File: src/rtl/core/tltd_pkg.sv
// Shared types and constants for the tile layer text decoder.
package tltd_pkg;

    localparam logic [1:0] MODE_WS  = 2'd0;
    localparam logic [1:0] MODE_CSV = 2'd1;
    localparam logic [1:0] MODE_B64 = 2'd2;
    localparam logic [1:0] MODE_RESET = MODE_CSV;

    localparam logic [31:0] TILE_MASK = 32'h1FFF_FFFF;
    localparam logic [35:0] LIMIT_MAG = 36'h0_8000_0000;

    localparam logic [3:0] DIGIT_BITS = 4'd6;
    localparam logic [3:0] BYTE_BITS  = 4'd8;

    localparam logic [7:0] CHAR_SPACE = 8'd32;
    localparam logic [7:0] CHAR_TAB   = 8'd9;
    localparam logic [7:0] CHAR_LF    = 8'd10;
    localparam logic [7:0] CHAR_CR    = 8'd13;
    localparam logic [7:0] CHAR_COMMA = 8'd44;
    localparam logic [7:0] CHAR_PLUS  = 8'd43;
    localparam logic [7:0] CHAR_MINUS = 8'd45;
    localparam logic [7:0] CHAR_SLASH = 8'd47;
    localparam logic [7:0] CHAR_ZERO  = 8'd48;
    localparam logic [7:0] CHAR_NINE  = 8'd57;
    localparam logic [7:0] CHAR_UP_A  = 8'd65;
    localparam logic [7:0] CHAR_UP_Z  = 8'd90;
    localparam logic [7:0] CHAR_LO_A  = 8'd97;
    localparam logic [7:0] CHAR_LO_Z  = 8'd122;

    typedef enum logic [2:0] {
        PH_LEAD   = 3'd0,
        PH_SIGN   = 3'd1,
        PH_DIGITS = 3'd2,
        PH_DONE   = 3'd3,
        PH_FAIL   = 3'd4
    } phase_t;

    typedef struct packed {
        logic       end_mark;
        logic       is_ws;
        logic       is_blank;
        logic       is_comma;
        logic       is_digit;
        logic       is_sign;
        logic       is_minus;
        logic       b64_ok;
        logic [3:0] digit;
        logic [5:0] b64_val;
    } char_class_t;

    typedef struct packed {
        logic full;
        logic empty;
    } queue_status_t;

endpackage

File: src/rtl/core/tltd_channels.sv
// Channel interfaces for text requests, tile results and mode writes.
interface tltd_text_if;
    logic       valid;
    logic       ready;
    logic [7:0] char_code;
    logic       end_of_text;

    modport source (output valid, output char_code, output end_of_text, input ready);
    modport sink (input valid, input char_code, input end_of_text, output ready);
endinterface

interface tltd_tile_if;
    logic               valid;
    logic               ready;
    logic signed [31:0] tile_id;
    logic               tile_valid;
    logic               last;
    logic               layer_empty;

    modport source (output valid, output tile_id, output tile_valid, output last,
                    output layer_empty, input ready);
    modport sink (input valid, input tile_id, input tile_valid, input last,
                  input layer_empty, output ready);
endinterface

interface tltd_cfg_if;
    logic       valid;
    logic       ready;
    logic [1:0] data;

    modport source (output valid, output data, input ready);
    modport sink (input valid, input data, output ready);
endinterface

File: src/rtl/core/tltd_front.sv
// Front end: accepts text requests and classifies each character.
module tltd_front (
    tltd_text_if.sink              text,
    input  tltd_pkg::queue_status_t status,
    output logic                   push,
    output tltd_pkg::char_class_t  push_data
);

    logic [7:0] c;

    assign c          = text.char_code;
    assign text.ready = !status.full;
    assign push       = text.valid;

    always_comb
    begin
        push_data          = '0;
        push_data.end_mark = text.end_of_text;
        push_data.is_ws    = (c == tltd_pkg::CHAR_SPACE) ||
                             (c >= tltd_pkg::CHAR_TAB && c <= tltd_pkg::CHAR_CR);
        push_data.is_blank = (c == tltd_pkg::CHAR_SPACE) || (c == tltd_pkg::CHAR_LF) ||
                             (c == tltd_pkg::CHAR_CR);
        push_data.is_comma = (c == tltd_pkg::CHAR_COMMA);
        push_data.is_digit = (c >= tltd_pkg::CHAR_ZERO) && (c <= tltd_pkg::CHAR_NINE);
        push_data.is_sign  = (c == tltd_pkg::CHAR_PLUS) || (c == tltd_pkg::CHAR_MINUS);
        push_data.is_minus = (c == tltd_pkg::CHAR_MINUS);
        push_data.digit    = 4'(c - tltd_pkg::CHAR_ZERO);
        if (c >= tltd_pkg::CHAR_UP_A && c <= tltd_pkg::CHAR_UP_Z)
        begin
            push_data.b64_ok  = 1'b1;
            push_data.b64_val = 6'(c - tltd_pkg::CHAR_UP_A);
        end
        else if (c >= tltd_pkg::CHAR_LO_A && c <= tltd_pkg::CHAR_LO_Z)
        begin
            push_data.b64_ok  = 1'b1;
            push_data.b64_val = 6'(c - tltd_pkg::CHAR_LO_A + 8'd26);
        end
        else if (c >= tltd_pkg::CHAR_ZERO && c <= tltd_pkg::CHAR_NINE)
        begin
            push_data.b64_ok  = 1'b1;
            push_data.b64_val = 6'(c - tltd_pkg::CHAR_ZERO + 8'd52);
        end
        else if (c == tltd_pkg::CHAR_PLUS)
        begin
            push_data.b64_ok  = 1'b1;
            push_data.b64_val = 6'd62;
        end
        else if (c == tltd_pkg::CHAR_SLASH)
        begin
            push_data.b64_ok  = 1'b1;
            push_data.b64_val = 6'd63;
        end
    end

endmodule

File: src/rtl/core/tltd_queue.sv
// Short queue of classified characters between the front and back ends.
module tltd_queue #(
    parameter int DEPTH = 2
) (
    input  logic                    clk,
    input  logic                    rst_n,
    input  logic                    push,
    input  tltd_pkg::char_class_t   push_data,
    input  logic                    pop,
    output tltd_pkg::char_class_t   head,
    output tltd_pkg::queue_status_t status
);

    localparam int PW = (DEPTH > 1) ? $clog2(DEPTH) : 1;
    localparam int CW = $clog2(DEPTH + 1);
    localparam logic [PW-1:0] LAST_PTR = PW'(DEPTH - 1);
    localparam logic [CW-1:0] FULL_CNT = CW'(DEPTH);

    tltd_pkg::char_class_t entries_reg [DEPTH];
    logic [PW-1:0] wr_ptr_reg, wr_ptr_next;
    logic [PW-1:0] rd_ptr_reg, rd_ptr_next;
    logic [CW-1:0] count_reg, count_next;
    logic          do_push, do_pop;

    assign status.full  = (count_reg == FULL_CNT);
    assign status.empty = (count_reg == '0);
    assign do_push      = push && !status.full;
    assign do_pop       = pop && !status.empty;
    assign head         = entries_reg[rd_ptr_reg];

    always_comb
    begin
        wr_ptr_next = wr_ptr_reg;
        rd_ptr_next = rd_ptr_reg;
        count_next  = count_reg;
        if (do_push)
        begin
            wr_ptr_next = (wr_ptr_reg == LAST_PTR) ? '0 : wr_ptr_reg + 1'b1;
        end
        if (do_pop)
        begin
            rd_ptr_next = (rd_ptr_reg == LAST_PTR) ? '0 : rd_ptr_reg + 1'b1;
        end
        if (do_push && !do_pop)
        begin
            count_next = count_reg + 1'b1;
        end
        else if (do_pop && !do_push)
        begin
            count_next = count_reg - 1'b1;
        end
    end

    always_ff @(posedge clk or negedge rst_n)
    begin
        if (!rst_n)
        begin
            wr_ptr_reg <= '0;
            rd_ptr_reg <= '0;
            count_reg  <= '0;
        end
        else
        begin
            wr_ptr_reg <= wr_ptr_next;
            rd_ptr_reg <= rd_ptr_next;
            count_reg  <= count_next;
        end
    end

    always_ff @(posedge clk)
    begin
        if (do_push)
        begin
            entries_reg[wr_ptr_reg] <= push_data;
        end
    end

endmodule

File: src/rtl/core/tltd_back.sv
// Back end: number and base64 decoding state and the output register.
module tltd_back (
    input  logic                  clk,
    input  logic                  rst_n,
    input  logic                  cfg_we,
    input  logic [1:0]            cfg_data,
    input  tltd_pkg::char_class_t item,
    input  logic                  item_avail,
    output logic                  pop,
    tltd_tile_if.source           tiles
);

    logic [1:0]         mode_reg;
    logic [13:0]        acc_reg, acc_next;
    logic [3:0]         pend_reg, pend_next;
    logic [23:0]        word_reg, word_next;
    logic [1:0]         bpos_reg, bpos_next;
    logic [31:0]        mag_reg, mag_next;
    logic               neg_reg, neg_next;
    tltd_pkg::phase_t   phase_reg, phase_next;
    logic               ovf_reg, ovf_next;
    logic               cell_reg, cell_next;
    logic               any_reg, any_next;

    logic               out_valid_reg, out_valid_next;
    logic signed [31:0] out_id_reg, out_id_next;
    logic               out_tv_reg, out_tv_next;
    logic               out_last_reg, out_last_next;
    logic               out_empty_reg, out_empty_next;

    logic               num_ok;
    logic [31:0]        num_val;
    logic               take;
    logic [35:0]        prod;
    logic               emit;
    logic [31:0]        emit_id;
    logic               emit_tv;
    logic               have;
    logic [13:0]        acc_sh;
    logic [3:0]         pend_sum;
    logic [3:0]         pend_left;
    logic [7:0]         byte_val;

    assign pop               = item_avail && (!out_valid_reg || tiles.ready);
    assign tiles.valid       = out_valid_reg;
    assign tiles.tile_id     = out_id_reg;
    assign tiles.tile_valid  = out_tv_reg;
    assign tiles.last        = out_last_reg;
    assign tiles.layer_empty = out_empty_reg;

    assign num_ok  = ((phase_reg == tltd_pkg::PH_DIGITS) || (phase_reg == tltd_pkg::PH_DONE)) &&
                     !ovf_reg && (neg_reg || !mag_reg[31]);
    assign num_val = neg_reg ? (32'd0 - mag_reg) : mag_reg;
    assign prod    = {4'd0, mag_reg} * 36'd10 + {32'd0, item.digit};

    assign acc_sh    = {acc_reg[7:0], item.b64_val};
    assign pend_sum  = pend_reg + tltd_pkg::DIGIT_BITS;
    assign pend_left = pend_sum - tltd_pkg::BYTE_BITS;
    assign byte_val  = 8'(acc_sh >> pend_left);

    always_comb
    begin
        acc_next   = acc_reg;
        pend_next  = pend_reg;
        word_next  = word_reg;
        bpos_next  = bpos_reg;
        mag_next   = mag_reg;
        neg_next   = neg_reg;
        phase_next = phase_reg;
        ovf_next   = ovf_reg;
        cell_next  = cell_reg;
        any_next   = any_reg;
        take       = 1'b0;
        emit       = 1'b0;
        emit_id    = '0;
        emit_tv    = 1'b0;
        have       = 1'b0;

        out_valid_next = out_valid_reg;
        out_id_next    = out_id_reg;
        out_tv_next    = out_tv_reg;
        out_last_next  = out_last_reg;
        out_empty_next = out_empty_reg;

        if (cfg_we)
        begin
            acc_next   = '0;
            pend_next  = '0;
            word_next  = '0;
            bpos_next  = '0;
            mag_next   = '0;
            neg_next   = 1'b0;
            phase_next = tltd_pkg::PH_LEAD;
            ovf_next   = 1'b0;
            cell_next  = 1'b0;
            any_next   = 1'b0;
        end
        else if (pop)
        begin
            if (item.end_mark)
            begin
                if (mode_reg == tltd_pkg::MODE_CSV)
                begin
                    have    = cell_reg;
                    emit_id = num_ok ? num_val : '0;
                end
                else if (mode_reg == tltd_pkg::MODE_WS)
                begin
                    have    = cell_reg && num_ok;
                    emit_id = have ? num_val : '0;
                end
                emit     = 1'b1;
                emit_tv  = have;
                acc_next   = '0;
                pend_next  = '0;
                word_next  = '0;
                bpos_next  = '0;
                mag_next   = '0;
                neg_next   = 1'b0;
                phase_next = tltd_pkg::PH_LEAD;
                ovf_next   = 1'b0;
                cell_next  = 1'b0;
                any_next   = 1'b0;
            end
            else
            begin
                case (mode_reg)
                    tltd_pkg::MODE_CSV, tltd_pkg::MODE_WS:
                    begin
                        if ((mode_reg == tltd_pkg::MODE_CSV && item.is_comma) ||
                            (mode_reg == tltd_pkg::MODE_WS && item.is_ws))
                        begin
                            if (mode_reg == tltd_pkg::MODE_CSV)
                            begin
                                emit    = cell_reg;
                                emit_id = num_ok ? num_val : '0;
                            end
                            else
                            begin
                                emit    = cell_reg && num_ok;
                                emit_id = num_val;
                            end
                            emit_tv    = 1'b1;
                            mag_next   = '0;
                            neg_next   = 1'b0;
                            phase_next = tltd_pkg::PH_LEAD;
                            ovf_next   = 1'b0;
                            cell_next  = 1'b0;
                            if (emit)
                            begin
                                any_next = 1'b1;
                            end
                        end
                        else
                        begin
                            if (mode_reg == tltd_pkg::MODE_WS || !item.is_blank)
                            begin
                                cell_next = 1'b1;
                            end
                            case (phase_reg)
                                tltd_pkg::PH_LEAD:
                                begin
                                    if (item.is_ws)
                                    begin
                                        phase_next = tltd_pkg::PH_LEAD;
                                    end
                                    else if (item.is_sign)
                                    begin
                                        neg_next   = item.is_minus;
                                        phase_next = tltd_pkg::PH_SIGN;
                                    end
                                    else if (!item.is_digit)
                                    begin
                                        phase_next = tltd_pkg::PH_FAIL;
                                    end
                                    else
                                    begin
                                        phase_next = tltd_pkg::PH_DIGITS;
                                        take       = 1'b1;
                                    end
                                end
                                tltd_pkg::PH_SIGN:
                                begin
                                    if (!item.is_digit)
                                    begin
                                        phase_next = tltd_pkg::PH_FAIL;
                                    end
                                    else
                                    begin
                                        phase_next = tltd_pkg::PH_DIGITS;
                                        take       = 1'b1;
                                    end
                                end
                                tltd_pkg::PH_DIGITS:
                                begin
                                    if (!item.is_digit)
                                    begin
                                        phase_next = tltd_pkg::PH_DONE;
                                    end
                                    else
                                    begin
                                        take = 1'b1;
                                    end
                                end
                                default:
                                begin
                                    phase_next = phase_reg;
                                end
                            endcase
                            if (take && !ovf_reg)
                            begin
                                if (prod > tltd_pkg::LIMIT_MAG)
                                begin
                                    ovf_next = 1'b1;
                                end
                                else
                                begin
                                    mag_next = prod[31:0];
                                end
                            end
                        end
                    end
                    tltd_pkg::MODE_B64:
                    begin
                        if (item.b64_ok)
                        begin
                            if (pend_sum < tltd_pkg::BYTE_BITS)
                            begin
                                acc_next  = acc_sh;
                                pend_next = pend_sum;
                            end
                            else
                            begin
                                pend_next = pend_left;
                                acc_next  = acc_sh & 14'((14'd1 << pend_left) - 14'd1);
                                if (bpos_reg != 2'd3)
                                begin
                                    word_next = word_reg | 24'({16'd0, byte_val}
                                                               << {bpos_reg, 3'b000});
                                    bpos_next = bpos_reg + 2'd1;
                                end
                                else
                                begin
                                    emit      = 1'b1;
                                    emit_tv   = 1'b1;
                                    emit_id   = {byte_val, word_reg} & tltd_pkg::TILE_MASK;
                                    word_next = '0;
                                    bpos_next = '0;
                                    any_next  = 1'b1;
                                end
                            end
                        end
                    end
                    default:
                    begin
                        emit = 1'b0;
                    end
                endcase
            end
        end

        if (pop && emit)
        begin
            out_valid_next = 1'b1;
            out_id_next    = emit_id;
            out_tv_next    = emit_tv;
            out_last_next  = item.end_mark;
            out_empty_next = item.end_mark && !(any_reg || have);
        end
        else if (tiles.ready)
        begin
            out_valid_next = 1'b0;
        end
    end

    always_ff @(posedge clk or negedge rst_n)
    begin
        if (!rst_n)
        begin
            mode_reg      <= tltd_pkg::MODE_RESET;
            acc_reg       <= '0;
            pend_reg      <= '0;
            word_reg      <= '0;
            bpos_reg      <= '0;
            mag_reg       <= '0;
            neg_reg       <= 1'b0;
            phase_reg     <= tltd_pkg::PH_LEAD;
            ovf_reg       <= 1'b0;
            cell_reg      <= 1'b0;
            any_reg       <= 1'b0;
            out_valid_reg <= 1'b0;
        end
        else
        begin
            if (cfg_we)
            begin
                mode_reg <= cfg_data;
            end
            acc_reg       <= acc_next;
            pend_reg      <= pend_next;
            word_reg      <= word_next;
            bpos_reg      <= bpos_next;
            mag_reg       <= mag_next;
            neg_reg       <= neg_next;
            phase_reg     <= phase_next;
            ovf_reg       <= ovf_next;
            cell_reg      <= cell_next;
            any_reg       <= any_next;
            out_valid_reg <= out_valid_next;
        end
    end

    always_ff @(posedge clk)
    begin
        out_id_reg    <= out_id_next;
        out_tv_reg    <= out_tv_next;
        out_last_reg  <= out_last_next;
        out_empty_reg <= out_empty_next;
    end

endmodule

File: src/rtl/core/tile_layer_text_decoder_core.sv
// Top level of the tile layer text decoder: front end, queue and back end.
//
//   Channel | Direction | Carries
//   text    | in        | char_code, end_of_text
//   tiles   | out       | tile_id, tile_valid, last, layer_empty
//   cfg     | in        | data (encoding mode)
//
// One request is taken per cycle unless the queue is full; its result is registered.
// The back end retires one queued character per cycle, bounded by its output register.
// Reset clears all layer state and sets the mode to comma-separated decimals.
// A stalled result holds the back end, and the queue absorbs requests until it fills.
module tile_layer_text_decoder_core #(
    parameter int QUEUE_DEPTH = 2
) (
    input  logic       clk,
    input  logic       rst_n,
    tltd_text_if.sink  text,
    tltd_tile_if.source tiles,
    tltd_cfg_if.sink   cfg
);

    tltd_pkg::char_class_t   push_data;
    tltd_pkg::char_class_t   head;
    tltd_pkg::queue_status_t q_status;
    logic                    push;
    logic                    pop;
    logic                    cfg_we;

    assign cfg.ready = 1'b1;
    assign cfg_we    = cfg.valid && cfg.ready;

    tltd_front u_front (
        .text      (text),
        .status    (q_status),
        .push      (push),
        .push_data (push_data)
    );

    tltd_queue #(
        .DEPTH (QUEUE_DEPTH)
    ) u_queue (
        .clk       (clk),
        .rst_n     (rst_n),
        .push      (push),
        .push_data (push_data),
        .pop       (pop),
        .head      (head),
        .status    (q_status)
    );

    tltd_back u_back (
        .clk        (clk),
        .rst_n      (rst_n),
        .cfg_we     (cfg_we),
        .cfg_data   (cfg.data),
        .item       (head),
        .item_avail (!q_status.empty),
        .pop        (pop),
        .tiles      (tiles)
    );

    assert property (@(posedge clk) disable iff (!rst_n)
        !(q_status.full && q_status.empty))
        else $error("Queue reports full and empty at once.");

    assert property (@(posedge clk) disable iff (!rst_n)
        q_status.empty |-> text.ready)
        else $error("Front end stalls requests while the queue is empty.");

    assert property (@(posedge clk) disable iff (!rst_n)
        (tiles.valid && tiles.tile_valid) |-> !tiles.layer_empty)
        else $error("Result carries a tile but flags an empty layer.");

    assert property (@(posedge clk) disable iff (!rst_n)
        (tiles.valid && !tiles.tile_valid) |-> (tiles.last && tiles.tile_id == 32'sd0))
        else $error("Result without a tile is not a clean end marker.");

endmodule
File: src/flat_wrapper.sv
// flat-port wrapper written by rule: the top's interface ports become plain ports
module tile_layer_text_decoder_core_flat 
#(
    parameter int QUEUE_DEPTH = 2
)
  (clk, rst_n, text_valid, text_char_code, text_end_of_text, text_ready, tiles_valid, tiles_tile_id, tiles_tile_valid, tiles_last, tiles_layer_empty, tiles_ready, cfg_valid, cfg_data, cfg_ready);
  tltd_text_if text_i ();
  tltd_tile_if tiles_i ();
  tltd_cfg_if cfg_i ();
  input  logic clk;
  input  logic rst_n;
  input wire logic [$bits(text_i.valid)-1:0] text_valid;
  input wire logic [$bits(text_i.char_code)-1:0] text_char_code;
  input wire logic [$bits(text_i.end_of_text)-1:0] text_end_of_text;
  output wire logic [$bits(text_i.ready)-1:0] text_ready;
  output wire logic [$bits(tiles_i.valid)-1:0] tiles_valid;
  output wire logic [$bits(tiles_i.tile_id)-1:0] tiles_tile_id;
  output wire logic [$bits(tiles_i.tile_valid)-1:0] tiles_tile_valid;
  output wire logic [$bits(tiles_i.last)-1:0] tiles_last;
  output wire logic [$bits(tiles_i.layer_empty)-1:0] tiles_layer_empty;
  input wire logic [$bits(tiles_i.ready)-1:0] tiles_ready;
  input wire logic [$bits(cfg_i.valid)-1:0] cfg_valid;
  input wire logic [$bits(cfg_i.data)-1:0] cfg_data;
  output wire logic [$bits(cfg_i.ready)-1:0] cfg_ready;
  assign text_i.valid = text_valid;
  assign text_i.char_code = text_char_code;
  assign text_i.end_of_text = text_end_of_text;
  assign text_ready = text_i.ready;
  assign tiles_valid = tiles_i.valid;
  assign tiles_tile_id = tiles_i.tile_id;
  assign tiles_tile_valid = tiles_i.tile_valid;
  assign tiles_last = tiles_i.last;
  assign tiles_layer_empty = tiles_i.layer_empty;
  assign tiles_i.ready = tiles_ready;
  assign cfg_i.valid = cfg_valid;
  assign cfg_i.data = cfg_data;
  assign cfg_ready = cfg_i.ready;
  tile_layer_text_decoder_core #(.QUEUE_DEPTH(QUEUE_DEPTH)) u_core (.clk(clk), .rst_n(rst_n), .text(text_i), .tiles(tiles_i), .cfg(cfg_i));
endmodule
File: config.mk
export PLATFORM = sky130hd
export DESIGN_NAME = tile_layer_text_decoder_core_flat
export DESIGN_NICKNAME = d
export VERILOG_FILES = /design/src/rtl/core/tltd_pkg.sv /design/src/rtl/core/tltd_channels.sv /design/src/rtl/core/tltd_front.sv /design/src/rtl/core/tltd_queue.sv /design/src/rtl/core/tltd_back.sv /design/src/rtl/core/tile_layer_text_decoder_core.sv /design/src/flat_wrapper.sv
export SDC_FILE = /design/constraint.sdc
export NUM_CORES = 1
export LEC_CHECK = 0
export ABC_AREA = 1
export BUFFER_PORTS_ARGS = -buffer_cell sky130_fd_sc_hd__clkbuf_2
export CORE_AREA = 2 2 208 108
export CTS_CLUSTER_DIAMETER = 150
export DETAILED_ROUTE_END_ITERATION = 16
export DIE_AREA = 0 0 210 110
export PLACE_DENSITY = 0.85
export SLEW_MARGIN = 0
export SYNTH_ARGS = -nofsm -noshare
export SYNTH_HDL_FRONTEND = slang
export SYNTH_HIERARCHICAL = 1
export SYNTH_SLANG_ARGS = --single-unit
File: constraint.sdc
create_clock -name clk -period 5.6 [get_ports clk]
set_clock_uncertainty 0.1 [all_clocks]
set_input_delay 0.56 -clock clk [delete_from_list [all_inputs] [get_ports clk]]
set_output_delay 0.56 -clock clk [all_outputs]
set_load 0.02 [all_outputs]
==> impl_metrics.py <==
metrics = {
    "cells_and_area": {
        "nets": 2077,
        "fillCellCount": 1819,
        "postLayoutCoreUtil_pct": 65.91,
        "area.growth.synth_to_final_pct": 8.069,
        "layout-drive-gt1-share_pct": 8.426,
        "largest_reg_flops": 36,
        "final_area_sq_um": 14010,
    },
    "clock_network": {
        "cts_setup_buffers": 0,
        "tritoncts.num_buffers": 17,
        "htree_levels": 4,
        "path_clk_slew_ns": 0.06,
        "clock-root-buffer": "clkbuf_16",
        "clock_latency_ns": 0.43,
        "cts_num_sinks": 153,
        "cts_tree": "yes",
        "cts_max_path_buffers": 2,
    },
    "hold_path": {
        "hold_path_depth": 1,
        "hp-class": "in -> reg",
        "holdCritStartpoint": "text_end_of_text",
        "hold_end": "u_core/u_queue/entries_reg[1][17]",
    },
    "timing": {
        "slew_violations": 0,
        "worst_slew_pin_slew_ns": 1.435,
        "max_freq_mhz": 205.9,
        "layout_setup_ws_ns": 0.7435,
        "fin_crit_ns": 4.857,
        "finalSetupTns_ns": 0,
        "period_share_pct": 86.72,
        "maxSlewHeadroom_pct": 1.830,
        "grt_setup_unrepaired": "false",
        "setup_violations": 0,
        "final_hold_viol_count": 0,
    },
    "synth": {
        "synth_seq_cells": 153,
        "ys_types": 52,
        "synth_edf_count": 71,
        "synth_nets": 2043,
        "async_flop_share_pct": 53.59,
        "syn_avg_cell_area_sq_um": 6.699,
        "syn_area_sq_um": 12960,
        "synth_cells": 1935,
        "synth-main-ff-cell": "dfrtp_1",
        "ys.warnings.count": 6,
        "ys_seq_area_share_pct": 32.29,
    },
    "critical_path": {
        "crit_arrival_ns": 5.07,
        "crit_path_start_kind": "flip-flop",
        "path_max_fanout": 33,
        "reg2reg_to": "u_core/u_back/mag_reg[21]",
        "worstSetupPathType": "reg -> reg",
        "cp_slowest_cell": "dfrtp_1",
        "end_kind": "flip-flop",
        "r2r_cells": 21,
        "worstReg2RegStart": "u_core/u_back/mag_reg[14]",
        "required_ns": 5.81,
        "crit_chain": "ha_1 > ha_1 > nand2_1 > nor2_1 > inv_1 > nor2_2 > nand3_1 > nand3_1 > nand2_1 > nand2_2 > nand2_1 > nor2_1 > nand3_1 > nor2_1 > nand3_1 > nand3_1 > nor2_2 > nand3_4 > nand2_4 > nand2_1 > nand2_1",
        "critPathMaxStageDelay_ns": 0.51,
        "rrSetupSlack_ns": 0.74,
    },
    "global_routing": {
        "overflow": 0,
        "grt_pass1_vias": 11880,
        "grt_antenna_before_repair": 1,
        "grt_pass1_wl_microns": 64860,
        "grt_start_max_net_pins": 59,
        "grtUsageTotal_pct": 36.66,
    },
    "floorplan": {
        "ioPinCount": 54,
        "fp.dieH_microns": 110,
        "rows": 38,
        "die_width_microns": 210,
        "core_area_sq_um": 21250,
        "die-area_sq_um": 23100,
        "initial_core_util_pct": 60.99,
    },
    "routing": {
        "wl_per_cell_microns": 18.35,
        "dr.pass1.iters": 6,
        "drt_first_iter_violations": 2211,
        "detail-route-antenna-nets": 0,
        "viasPerCell": 5.993,
        "drcViolationCount": 0,
        "vias": 13560,
        "totalWireLength_microns": 41520,
    },
    "placed_design": {
        "portBuffers": 52,
        "dpl.hpwl_microns": 32760,
        "gp_congestion": 1.079,
        "post-place-ws_ns": 0.9451,
        "place_area_sq_um": 13400,
    },
    "status": {
        "violations": "capacitance limit",
        "status": "complete, but fails checks",
    },
    "run": {
        "maxCapViolations": 1,
    },
    "pwr": {
        "max-vdd-ir-drop_v": 0.0002579,
        "power_density_nw_per_um2": 373.4,
        "p_leak_nw": 7.040,
    },
}
-- cell usage in the layout (no fill, tap or decap), types with 11 or more instances in the layout --
cell type,n
nor4_1,27
nand2_1,610
nor2_2,25
xor2_1,24
nand3_1,167
nor3_1,25
inv_1,275
edfxtp_1,71
dfrtp_1,81
a21oi_1,76
nand4_1,35
o22ai_1,17
o21ai_0,83
nand2_2,20
ha_1,90
xnor2_1,11
nor2_1,171
clkbuf_2,51
clkbuf_16,17
-- layout make-up --
class                   count  area (sq um)  share of cell area [%]
inverters                 291          1092                   7.797
clock inverters            12         150.1                   1.072
diodes                      1         2.502                 0.01786
well taps                 280         350.3                   2.501
flip-flops and latches    153          4185                   29.88
multi-input cells        1445          7448                   53.17
repair buffers             61         332.8                   2.376
clock buffers              20         446.7                   3.189
-- critical path, delay by kind of cell, from the launching register on --
family | cells | cell delay [ns]
buf+inv | 1 | 0.11
flops | 1 | 0.51
simple gates | 18 | 3.24
fa+ha+maj | 2 | 0.76
-- logic make-up after synthesis --
kind of cell,synth area share [%]
simple gates,36.96
buf+inv,10.31
compound gates,8.977
flops,32.29
fa+ha+maj,8.996
xor+xnor,2.365
other cells,0.02893
mux,0.07722
-- worst max-delay path by stage --
stage	start	endpoint	slack (ns)	cells after the start
global route	u_core/u_back/mag_reg[1]	u_core/u_back/mag_reg[15]	0.34	25
finish	u_core/u_back/mag_reg[14]	u_core/u_back/mag_reg[21]	0.74	21
CTS	u_core/u_back/mag_reg[1]	u_core/u_back/mag_reg[21]	0.92	24
detailed placement	u_core/u_back/mag_reg[1]	u_core/u_back/mag_reg[21]	0.95	24
floorplan	u_core/u_back/mag_reg[1]	u_core/u_back/mag_reg[2]	1.98	25
global placement	u_core/u_back/mag_reg[1]	u_core/u_back/mag_reg[1]	1.00	22
-- layer usage --
metal,up-vias,GRT usage [%],wire length (microns)
met2,950,46.68,14950
met3,55,16.06,7425
li1,6341,-,-
met4,0,5.015,411
met5,-,0,0
met1,6217,56.64,18730
-- report_power, final --
group,switching [mW],total (mW),internal [mW]
Combinational,1.77,2.42,0.654
Clock,0.459,1.17,0.711
Sequential,0.189,1.64,1.45
Total,2.41,5.23,2.82
-- through the flow --
stage | hold slack, ns | instances | power [mW]
after global routing | 0.2118 | 2262 | 5.558
after floorplan | 0.1644 | 1935 | 3.315
after CTS | 0.2130 | 2262 | 5.137
after global placement | 0.3610 | 2229 | 3.894
final | 0.2233 | 2263 | 5.231
after detailed placement | 0.3828 | 2229 | 3.952
-- cell usage after synthesis, drive strengths merged, types with 7 or more instances --
master	number	area share, %
a21oi	77	3.0
buf	20	1.1
clkbuf	26	0.76
clkinv	7	0.20
dfrtp	81	16
edfxtp	71	16
ha	90	8.7
inv	284	8.2
nand2	631	19
nand3	172	6.9
nand4	35	1.7
nor2	202	6.6
nor3	25	0.97
nor4	27	1.3
o21ai	84	3.3
o22ai	17	0.82
or2	9	0.43
xnor2	11	0.74
xor2	24	1.6
-- timing repair --
item	4_1_cts	5_1_grt
setup endpoints to repair	0	0
hold buffers	1	0
gates resized for setup	0	0
hold endpoints to repair	24	0
No activity file was read; power rests on OpenSTA's default activity.
